## src/hdl/pat_pkg.sv

```systemverilog
// Shared constants, types and helpers for the positional array table.
// No dependencies; used by every module of the block.
package pat_pkg;

  // Table geometry
  localparam int unsigned DEPTH  = 32;
  localparam int unsigned IDX_W  = $clog2(DEPTH);
  localparam int unsigned CNT_W  = $clog2(DEPTH + 1);
  localparam int unsigned GRP_W  = 8;
  localparam int unsigned NGROUP = (DEPTH + GRP_W - 1) / GRP_W;
  localparam int unsigned MASK_N = (DEPTH < 32) ? DEPTH : 32;
  localparam int unsigned GCNT_W = $clog2(GRP_W + 1);
  localparam int unsigned GOFF_W = $clog2(GRP_W);

  // Operation codes
  localparam logic [1:0] KIND_INSERT = 2'd0;
  localparam logic [1:0] KIND_DELETE = 2'd1;
  localparam logic [1:0] KIND_SEARCH = 2'd2;

  // Status codes
  localparam logic [1:0] ST_OK       = 2'd0;
  localparam logic [1:0] ST_FULL     = 2'd1;
  localparam logic [1:0] ST_BADPOS   = 2'd2;
  localparam logic [1:0] ST_NOTFOUND = 2'd3;

  // Command broadcast along the row of cells
  typedef struct packed {
    logic             ins;
    logic             del;
    logic [IDX_W-1:0] slot;
    logic [CNT_W-1:0] count;
    logic [31:0]      value;
  } cell_cmd_t;

  // Side information travelling with a word through the tally stages
  typedef struct packed {
    logic             search;
    logic [1:0]       status;
    logic [CNT_W-1:0] held;
  } side_t;

  // Clamp a count to the 6-bit result fields
  function automatic logic [5:0] sat6(input logic [CNT_W-1:0] v);
    logic [CNT_W+6:0] wide;
    wide = (CNT_W + 7)'(v);
    if (wide > (CNT_W + 7)'(63)) begin
      return 6'd63;
    end
    return wide[5:0];
  endfunction

endpackage

```

## src/hdl/positional_array_table.sv

```systemverilog
// Top level of the positional array table: command decode, entry count, cell row.
// Depends on pat_pkg, pat_cell and pat_tally.
//
// Use: drive kind_i, position_i and value_i with start_i high; the word is
// taken at any rising edge where start_i is high and busy_o is low. busy_o
// stays low, so a new word may be issued in every cycle.
// Insert (1-based position 1..count+1) shifts later entries up, delete
// (1..count) shifts them down, search compares every held entry with value_i.
// Each word gives exactly one result, shown for one cycle with done_o high,
// after the cell and stage-1 registers, the stage A register and the result
// register have taken it in turn. Results come out in issue order.
// Throughput: one word per cycle. The row of cells shifts or compares all
// slots in the accepting cycle; the count and first position are reduced in
// two registered stages behind it.
// Reset (rst_ni low, asynchronous) empties the table and drops words in
// flight; entry contents are not cleared. The receiver cannot stall: every
// result is taken in the cycle it is shown.
module positional_array_table (
  input  logic               clk_i,
  input  logic               rst_ni,
  input  logic               start_i,
  output logic               busy_o,
  input  logic [1:0]         kind_i,
  input  logic [5:0]         position_i,
  input  logic signed [31:0] value_i,
  output logic               done_o,
  output logic [1:0]         status_o,
  output logic [5:0]         first_match_res_o,
  output logic [5:0]         match_count_o,
  output logic [31:0]        match_mask_o,
  output logic [5:0]         entries_held_o
);

  localparam int unsigned CMP_W = ((pat_pkg::CNT_W > 6) ? pat_pkg::CNT_W : 6) + 1;

  logic                       accept;
  logic [pat_pkg::CNT_W-1:0]  count_q, count_nx;
  logic [CMP_W-1:0]           pos_w, cnt_w;
  logic [5:0]                 pos_m1;
  logic                       ins_ok, del_ok;
  logic [1:0]                 status;
  pat_pkg::cell_cmd_t         cmd;
  pat_pkg::side_t             side;

  logic                       s1_vld_q;
  pat_pkg::side_t             s1_side_q;

  logic [31:0]                cell_data [pat_pkg::DEPTH];
  logic [pat_pkg::DEPTH-1:0]  match;

  // Every cycle can take a word
  assign busy_o = 1'b0;
  assign accept = start_i && !busy_o;

  assign pos_w  = CMP_W'(position_i);
  assign cnt_w  = CMP_W'(count_q);
  assign pos_m1 = position_i - 6'd1;

  // Decode: range checks and next entry count
  always_comb begin
    ins_ok   = 1'b0;
    del_ok   = 1'b0;
    status   = pat_pkg::ST_OK;
    count_nx = count_q;
    case (kind_i)
      pat_pkg::KIND_INSERT: begin
        if (count_q == pat_pkg::CNT_W'(pat_pkg::DEPTH)) begin
          status = pat_pkg::ST_FULL;
        end else if ((position_i == 6'd0) || (pos_w > cnt_w + CMP_W'(1))) begin
          status = pat_pkg::ST_BADPOS;
        end else begin
          ins_ok   = 1'b1;
          count_nx = count_q + pat_pkg::CNT_W'(1);
        end
      end
      pat_pkg::KIND_DELETE: begin
        if ((position_i == 6'd0) || (pos_w > cnt_w)) begin
          status = pat_pkg::ST_BADPOS;
        end else begin
          del_ok   = 1'b1;
          count_nx = count_q - pat_pkg::CNT_W'(1);
        end
      end
      default: begin
        status = pat_pkg::ST_OK;
      end
    endcase
  end

  // Broadcast to the cells
  always_comb begin
    cmd.ins   = accept && ins_ok;
    cmd.del   = accept && del_ok;
    cmd.slot  = pat_pkg::IDX_W'(pos_m1);
    cmd.count = count_q;
    cmd.value = $unsigned(value_i);
    side.search = (kind_i == pat_pkg::KIND_SEARCH);
    side.status = status;
    side.held   = count_nx;
  end

  // Entry count and first pipeline stage
  always_ff @(posedge clk_i or negedge rst_ni) begin
    if (!rst_ni) begin
      count_q  <= '0;
      s1_vld_q <= 1'b0;
    end else begin
      s1_vld_q <= accept;
      if (accept) begin
        count_q <= count_nx;
      end
    end
  end

  always_ff @(posedge clk_i) begin
    s1_side_q <= side;
  end

  // Row of cells, each wired to its neighbours
  for (genvar i = 0; i < pat_pkg::DEPTH; i++) begin : g_cell
    logic [31:0] left, right;
    if (i == 0) begin : g_first
      assign left = cmd.value;
    end else begin : g_mid_l
      assign left = cell_data[i-1];
    end
    if (i == pat_pkg::DEPTH - 1) begin : g_last
      assign right = cell_data[i];
    end else begin : g_mid_r
      assign right = cell_data[i+1];
    end

    pat_cell u_cell (
      .clk_i   (clk_i),
      .idx_i   (pat_pkg::IDX_W'(i)),
      .cmd_i   (cmd),
      .left_i  (left),
      .right_i (right),
      .data_o  (cell_data[i]),
      .match_o (match[i])
    );
  end

  pat_tally u_tally (
    .clk_i             (clk_i),
    .rst_ni            (rst_ni),
    .vld_i             (s1_vld_q),
    .side_i            (s1_side_q),
    .match_i           (match),
    .done_o            (done_o),
    .status_o          (status_o),
    .first_match_res_o (first_match_res_o),
    .match_count_o     (match_count_o),
    .match_mask_o      (match_mask_o),
    .entries_held_o    (entries_held_o)
  );

endmodule

```

## src/hdl/pat_cell.sv

```systemverilog
// One slot of the table: holds an entry, shifts with its neighbours, compares.
// Depends on pat_pkg.
module pat_cell (
  input  logic                    clk_i,
  input  logic [pat_pkg::IDX_W-1:0] idx_i,
  input  pat_pkg::cell_cmd_t      cmd_i,
  input  logic [31:0]             left_i,
  input  logic [31:0]             right_i,
  output logic [31:0]             data_o,
  output logic                    match_o
);

  logic [31:0] data_q, data_d;
  logic        match_q, match_d;

  // Insert: own slot loads the value, slots above take the left word.
  // Delete: own slot and those above take the right word.
  always_comb begin
    data_d = data_q;
    if (cmd_i.ins) begin
      if (idx_i == cmd_i.slot) begin
        data_d = cmd_i.value;
      end else if (idx_i > cmd_i.slot) begin
        data_d = left_i;
      end
    end else if (cmd_i.del && (idx_i >= cmd_i.slot)) begin
      data_d = right_i;
    end
  end

  // Compare only slots that hold an entry
  assign match_d = (pat_pkg::CNT_W'(idx_i) < cmd_i.count) && (data_q == cmd_i.value);

  always_ff @(posedge clk_i) begin
    data_q  <= data_d;
    match_q <= match_d;
  end

  assign data_o  = data_q;
  assign match_o = match_q;

endmodule

```

## src/hdl/pat_tally.sv

```systemverilog
// Two-stage reduction of the cell match bits into first position, count and mask,
// plus the registered result word. Depends on pat_pkg.
module pat_tally (
  input  logic                      clk_i,
  input  logic                      rst_ni,
  input  logic                      vld_i,
  input  pat_pkg::side_t            side_i,
  input  logic [pat_pkg::DEPTH-1:0] match_i,
  output logic                      done_o,
  output logic [1:0]                status_o,
  output logic [5:0]                first_match_res_o,
  output logic [5:0]                match_count_o,
  output logic [31:0]               match_mask_o,
  output logic [5:0]                entries_held_o
);

  localparam int unsigned PAD_W = pat_pkg::NGROUP * pat_pkg::GRP_W;

  logic [PAD_W-1:0]          padded;
  logic [pat_pkg::GCNT_W-1:0] gcnt_d [pat_pkg::NGROUP];
  logic [pat_pkg::GOFF_W-1:0] goff_d [pat_pkg::NGROUP];
  logic [pat_pkg::NGROUP-1:0] gany_d;
  logic [31:0]               mask_d;

  logic                      a_vld_q;
  pat_pkg::side_t            a_side_q;
  logic [31:0]               a_mask_q;
  logic [pat_pkg::GCNT_W-1:0] a_gcnt_q [pat_pkg::NGROUP];
  logic [pat_pkg::GOFF_W-1:0] a_goff_q [pat_pkg::NGROUP];
  logic [pat_pkg::NGROUP-1:0] a_gany_q;

  logic [pat_pkg::CNT_W-1:0] total;
  logic [pat_pkg::CNT_W-1:0] first;

  logic       done_q;
  logic [1:0] status_q;
  logic [5:0] first_q, count_q, held_q;
  logic [31:0] mask_q;

  // Stage A: per-group popcount and lowest set bit
  assign padded = PAD_W'(match_i);

  always_comb begin
    for (int g = 0; g < pat_pkg::NGROUP; g++) begin
      gcnt_d[g] = '0;
      goff_d[g] = '0;
      gany_d[g] = 1'b0;
      for (int b = pat_pkg::GRP_W - 1; b >= 0; b--) begin
        if (padded[g*pat_pkg::GRP_W + b]) begin
          goff_d[g] = pat_pkg::GOFF_W'(b);
          gany_d[g] = 1'b1;
          gcnt_d[g] = gcnt_d[g] + pat_pkg::GCNT_W'(1);
        end
      end
    end
  end

  // Mask covers the first 32 positions only
  always_comb begin
    mask_d = '0;
    mask_d[pat_pkg::MASK_N-1:0] = match_i[pat_pkg::MASK_N-1:0];
  end

  always_ff @(posedge clk_i or negedge rst_ni) begin
    if (!rst_ni) begin
      a_vld_q <= 1'b0;
    end else begin
      a_vld_q <= vld_i;
    end
  end

  always_ff @(posedge clk_i) begin
    a_side_q <= side_i;
    a_mask_q <= mask_d;
    a_gcnt_q <= gcnt_d;
    a_goff_q <= goff_d;
    a_gany_q <= gany_d;
  end

  // Stage B: add the group counts, pick the lowest group with a hit
  always_comb begin
    total = '0;
    first = '0;
    for (int g = 0; g < pat_pkg::NGROUP; g++) begin
      total = total + pat_pkg::CNT_W'(a_gcnt_q[g]);
    end
    for (int g = pat_pkg::NGROUP - 1; g >= 0; g--) begin
      if (a_gany_q[g]) begin
        first = pat_pkg::CNT_W'(g * pat_pkg::GRP_W) + pat_pkg::CNT_W'(a_goff_q[g])
              + pat_pkg::CNT_W'(1);
      end
    end
  end

  // Result word register
  always_ff @(posedge clk_i or negedge rst_ni) begin
    if (!rst_ni) begin
      done_q <= 1'b0;
    end else begin
      done_q <= a_vld_q;
    end
  end

  always_ff @(posedge clk_i) begin
    held_q <= pat_pkg::sat6(a_side_q.held);
    if (a_side_q.search) begin
      status_q <= (total == '0) ? pat_pkg::ST_NOTFOUND : pat_pkg::ST_OK;
      first_q  <= pat_pkg::sat6(first);
      count_q  <= pat_pkg::sat6(total);
      mask_q   <= a_mask_q;
    end else begin
      status_q <= a_side_q.status;
      first_q  <= '0;
      count_q  <= '0;
      mask_q   <= '0;
    end
  end

  assign done_o            = done_q;
  assign status_o          = status_q;
  assign first_match_res_o = first_q;
  assign match_count_o     = count_q;
  assign match_mask_o      = mask_q;
  assign entries_held_o    = held_q;

endmodule

```

## config.mk

```make
export PLATFORM = sky130hd
export DESIGN_NAME = positional_array_table
export DESIGN_NICKNAME = d
export VERILOG_FILES = /design/src/hdl/pat_pkg.sv /design/src/hdl/positional_array_table.sv /design/src/hdl/pat_cell.sv /design/src/hdl/pat_tally.sv
export SDC_FILE = /design/constraint.sdc
export NUM_CORES = 2
export LEC_CHECK = 0
export BUFFER_PORTS_ARGS = -buffer_cell sky130_fd_sc_hd__buf_4
export CORE_MARGIN = 2
export CORE_UTILIZATION = 66
export DETAILED_ROUTE_END_ITERATION = 12
export PLACE_DENSITY = 0.83
export REMOVE_ABC_BUFFERS = 1
export SLEW_MARGIN = 20
export SYNTH_ARGS = -nofsm -noshare
export SYNTH_HDL_FRONTEND = slang
export SYNTH_SLANG_ARGS = --single-unit
```

## constraint.sdc

```tcl
create_clock -name clk_i -period 10.4 [get_ports clk_i]
set_input_delay 0.52 -clock clk_i [delete_from_list [all_inputs] [get_ports clk_i]]
set_output_delay 0.52 -clock clk_i [all_outputs]
set_load 0.005 [all_outputs]
```

==> out/results.txt <==
clock share of power - 0.353
hold path depth - 2
post-cts sizing count - 0
Crit path buffers/inverters - 2
EDFF count, synth - 1024
Final Hold Vio Count - 0
CTS H-tree depth - 4
CP Data Arrival Time - 6.42 ns
Slowest cell on crit path - buf_4
min cycle time layout - 5.995 ns
Hold WC Path Type - in -> reg
Critical Path Max Stage Delay - 0.92 ns
worst hold slack - 0.04466 ns
Hold EP - s1_side_q[7]
Setup crit end kind - register
initial antenna violation count - 7
Die X - 335.0 um
reg-to-reg endpoint - g_cell[1].u_cell.data_o[16]
post-synth top area share - 0.4252
Netlist cell types - 80
cells after synthesis - 6962
CORE AREA - 108700 sq um
detailed placer's ending HPWL - 157600 um
cts bufs inserted - 132
GP Congestion - 0.9926
drt first-iter violations - 10320
Reg2Reg Depth - 11
Port Buf Inserts - 95
synthesized flop and latch total - 1199
Clock Latency Late Sink - 0.76 ns
Int Power - 9.082 mW
RSZ-0062 raised after global routing - false
via count - 56160
ratio of final minimum period to clock period - 0.5765
Avg WL per Cell - 27.75 um
Post-synth ARST share - 0.007506
normalized max-slew margin - 0.1853
Root Driver - clkbuf_16
die area - 112200 sq um
pin count of the biggest net entering global routing - 293
worst slew pin tran - 1.213 ns
most frequent cell after synthesis - nand2_1
pwr/cell area - 167.9 nW/um^2
vias in the first global route - 52660
sw frac - 0.3023
routed wire length - 228400 um
synth cell count leaders - 1125 x nand2_1, 1024 x edfxtp_1, 974 x mux2i_1, 781 x xor2_1, 648 x o21ai_1
fin worst setup slack - 4.405 ns
Die Height - 335.0 um
CTS tree - built
Worst VDD drop - 0.1904 mV
sequential area share after synthesis - 0.4743
Finished Core Util - 0.7133
Worst EP required - 10.82 ns
starting density of the core - 0.6653
layout cells sized above 1 - 0.07700
Layout area overhead - 7.220%
gr usage total - 0.3979
YS warnings - 0
Worst Path Max Fanout - 292
Initial DRT Pass Iterations - 7
crit-path cells - ha_1 > and3_1 > xnor2_1 > ha_1 > nand3_1 > o21bai_1 > a21oi_2 > or4_4 > buf_4 > buf_12 > o21ai_0
GRT overflow - 0
min-delay src - kind_i[1]
clk_skew - 0.02451 ns
crit-path leading delay family - buffers and inverters
Main synth FF type - edfxtp_1
fin. max-slew vios - 0
Max Fclk - 166.8 MHz
vias per inst - 6.821
largest cells by area after synthesis - edfxtp_1 43%, mux2i_1 13%, xor2_1 9.5%
Avg Inst Size Synth - 10.39 sq um
setup_tns - 0 ns
antenna-violating nets left - 0
Longest Clk Path Bufs - 3
DRC errors left - 0
most frequent CP cell - ha_1
postcts setup bufs - 0
synthesized cell area - 72320 sq um
P_sw - 3.934 mW
final setup fails - 0
Crit Path Category - reg -> reg
Ports - 97
global-route wire length before repair - 336100 um
Post-DP Area - 73110 sq um
R2R Setup Slk - 4.40 ns
max_cap viols - 0
CP startpoint kind - register
outcome - complete, no violations
final non-filler cell area - 77540 sq um
NumNets Final - 6823
P_leak - 33.48 nW
hold buffer count at cts - 3
sequential share of power - 0.467
Clock transition at path regs - 0.06 ns
area leader, netlist - edfxtp_1
clock sink count - 1199
FP Rows - 121
Logic pwr share - 0.180
dpl ws - 4.706 ns
R2R Path Start - count_q[1]
==> cell families after synthesis <==
group,after synthesis,share of synthesized area
compound gates,1150,0.08405
xor+xnor,1107,0.1344
fa+ha+maj,67,0.01222
buf+inv,669,0.04469
flops,1199,0.4743
mux,1014,0.1410
other cells,1,0.00005186
simple gates,1755,0.1093
==> per-stage QoR <==
step	power, mW	cells
after floorplan	8.464	6359
after CTS	12.88	8225
after global placement	8.282	7983
after global routing	13.37	8233
final	13.02	8233
after detailed placement	8.368	7983
==> flip-flops by register name (all words and copies together), names as in the netlist, 9 cells and up <==
name,flops
s1_side_q,9
g_cell.u_cell.data_o,1024
u_tally.a_mask_q,32
u_tally.a_goff_q,12
u_tally.match_mask_o,32
g_cell.u_cell.match_o,32
u_tally.a_gcnt_q,16
u_tally.a_side_q,9
==> how the worst max path moves through the flow <==
stage / start / to / slack [ns] / cells after the start
2_1_floorplan: count_q[1] / g_cell[31].u_cell.data_o[0] / -37.35 / 9
3_3_place_gp: count_q[1] / g_cell[2].u_cell.data_o[21] / 4.92 / 11
3_5_place_dp: count_q[1] / g_cell[1].u_cell.data_o[17] / 4.71 / 11
4_1_cts: count_q[1] / g_cell[1].u_cell.data_o[16] / 4.68 / 11
5_1_grt: count_q[1] / g_cell[1].u_cell.data_o[17] / 4.04 / 11
6_report: count_q[1] / g_cell[1].u_cell.data_o[16] / 4.40 / 11
==> layout make-up <==
class                   count  area (sq um)
multi-input cells        5094         35210
flip-flops and latches   1199         34300
fillers                  7590         31160
clock buffers             176          3667
repair buffers            220          1862
well taps                1414          1769
clock inverters            63         480.5
inverters                  66         249.0
diodes                      1         2.502
==> per-layer routing <==
| metal | GRT usage | vias to the layer above | wire (um) |
|---|---|---|---|
| met5 | 0 | - | 41 |
| met4 | 0.1797 | 6 | 11850 |
| met3 | 0.1273 | 701 | 37870 |
| met2 | 0.5520 | 4814 | 93500 |
| met1 | 0.5678 | 26490 | 85170 |
| li1 | - | 24150 | - |
==> power by group through the flow <==
stage | clock network [mW] | registers [mW] | logic [mW]
CTS | 4.59 | 6.05 | 2.24
detailed placement | 0 | 6.15 | 2.22
finish | 4.60 | 6.08 | 2.34
floorplan | 0 | 6.07 | 2.39
global route | 4.78 | 6.09 | 2.50
global placement | 0 | 6.14 | 2.14
==> cells in the final DEF, fill, tap and decap left out, drive strengths merged, types with 5 or more instances in the layout <==
| cell | synthesis | final |
|---|---|---|
| nand2b | 15 | 15 |
| xor2 | 782 | 782 |
| bufinv | 0 | 5 |
| nor2b | 17 | 17 |
| fa | 6 | 6 |
| nor2 | 75 | 75 |
| a211oi | 9 | 9 |
| nand4 | 104 | 104 |
| clkinv | 4 | 52 |
| o2111ai | 12 | 12 |
| a2111oi | 6 | 6 |
| ha | 61 | 61 |
| a21oi | 57 | 57 |
| a21o | 5 | 5 |
| dfxtp | 166 | 166 |
| and3 | 16 | 16 |
| clkbuf | 335 | 176 |
| xnor2 | 324 | 324 |
| inv | 62 | 72 |
| nand3 | 72 | 72 |
| nor3 | 44 | 44 |
| a21boi | 5 | 5 |
| or3 | 6 | 6 |
| o211ai | 8 | 8 |
| mux2 | 40 | 40 |
| dfrtp | 9 | 9 |
| o21ai | 991 | 991 |
| a211o | 5 | 5 |
| buf | 268 | 217 |
| nand2 | 1125 | 1125 |
| mux2i | 974 | 974 |
| edfxtp | 1024 | 1024 |
| or2 | 5 | 5 |
| nor4 | 210 | 210 |
| and2 | 42 | 42 |
| a31oi | 9 | 9 |
| nor3b | 7 | 7 |
No activity file was read; power rests on OpenSTA's default activity.
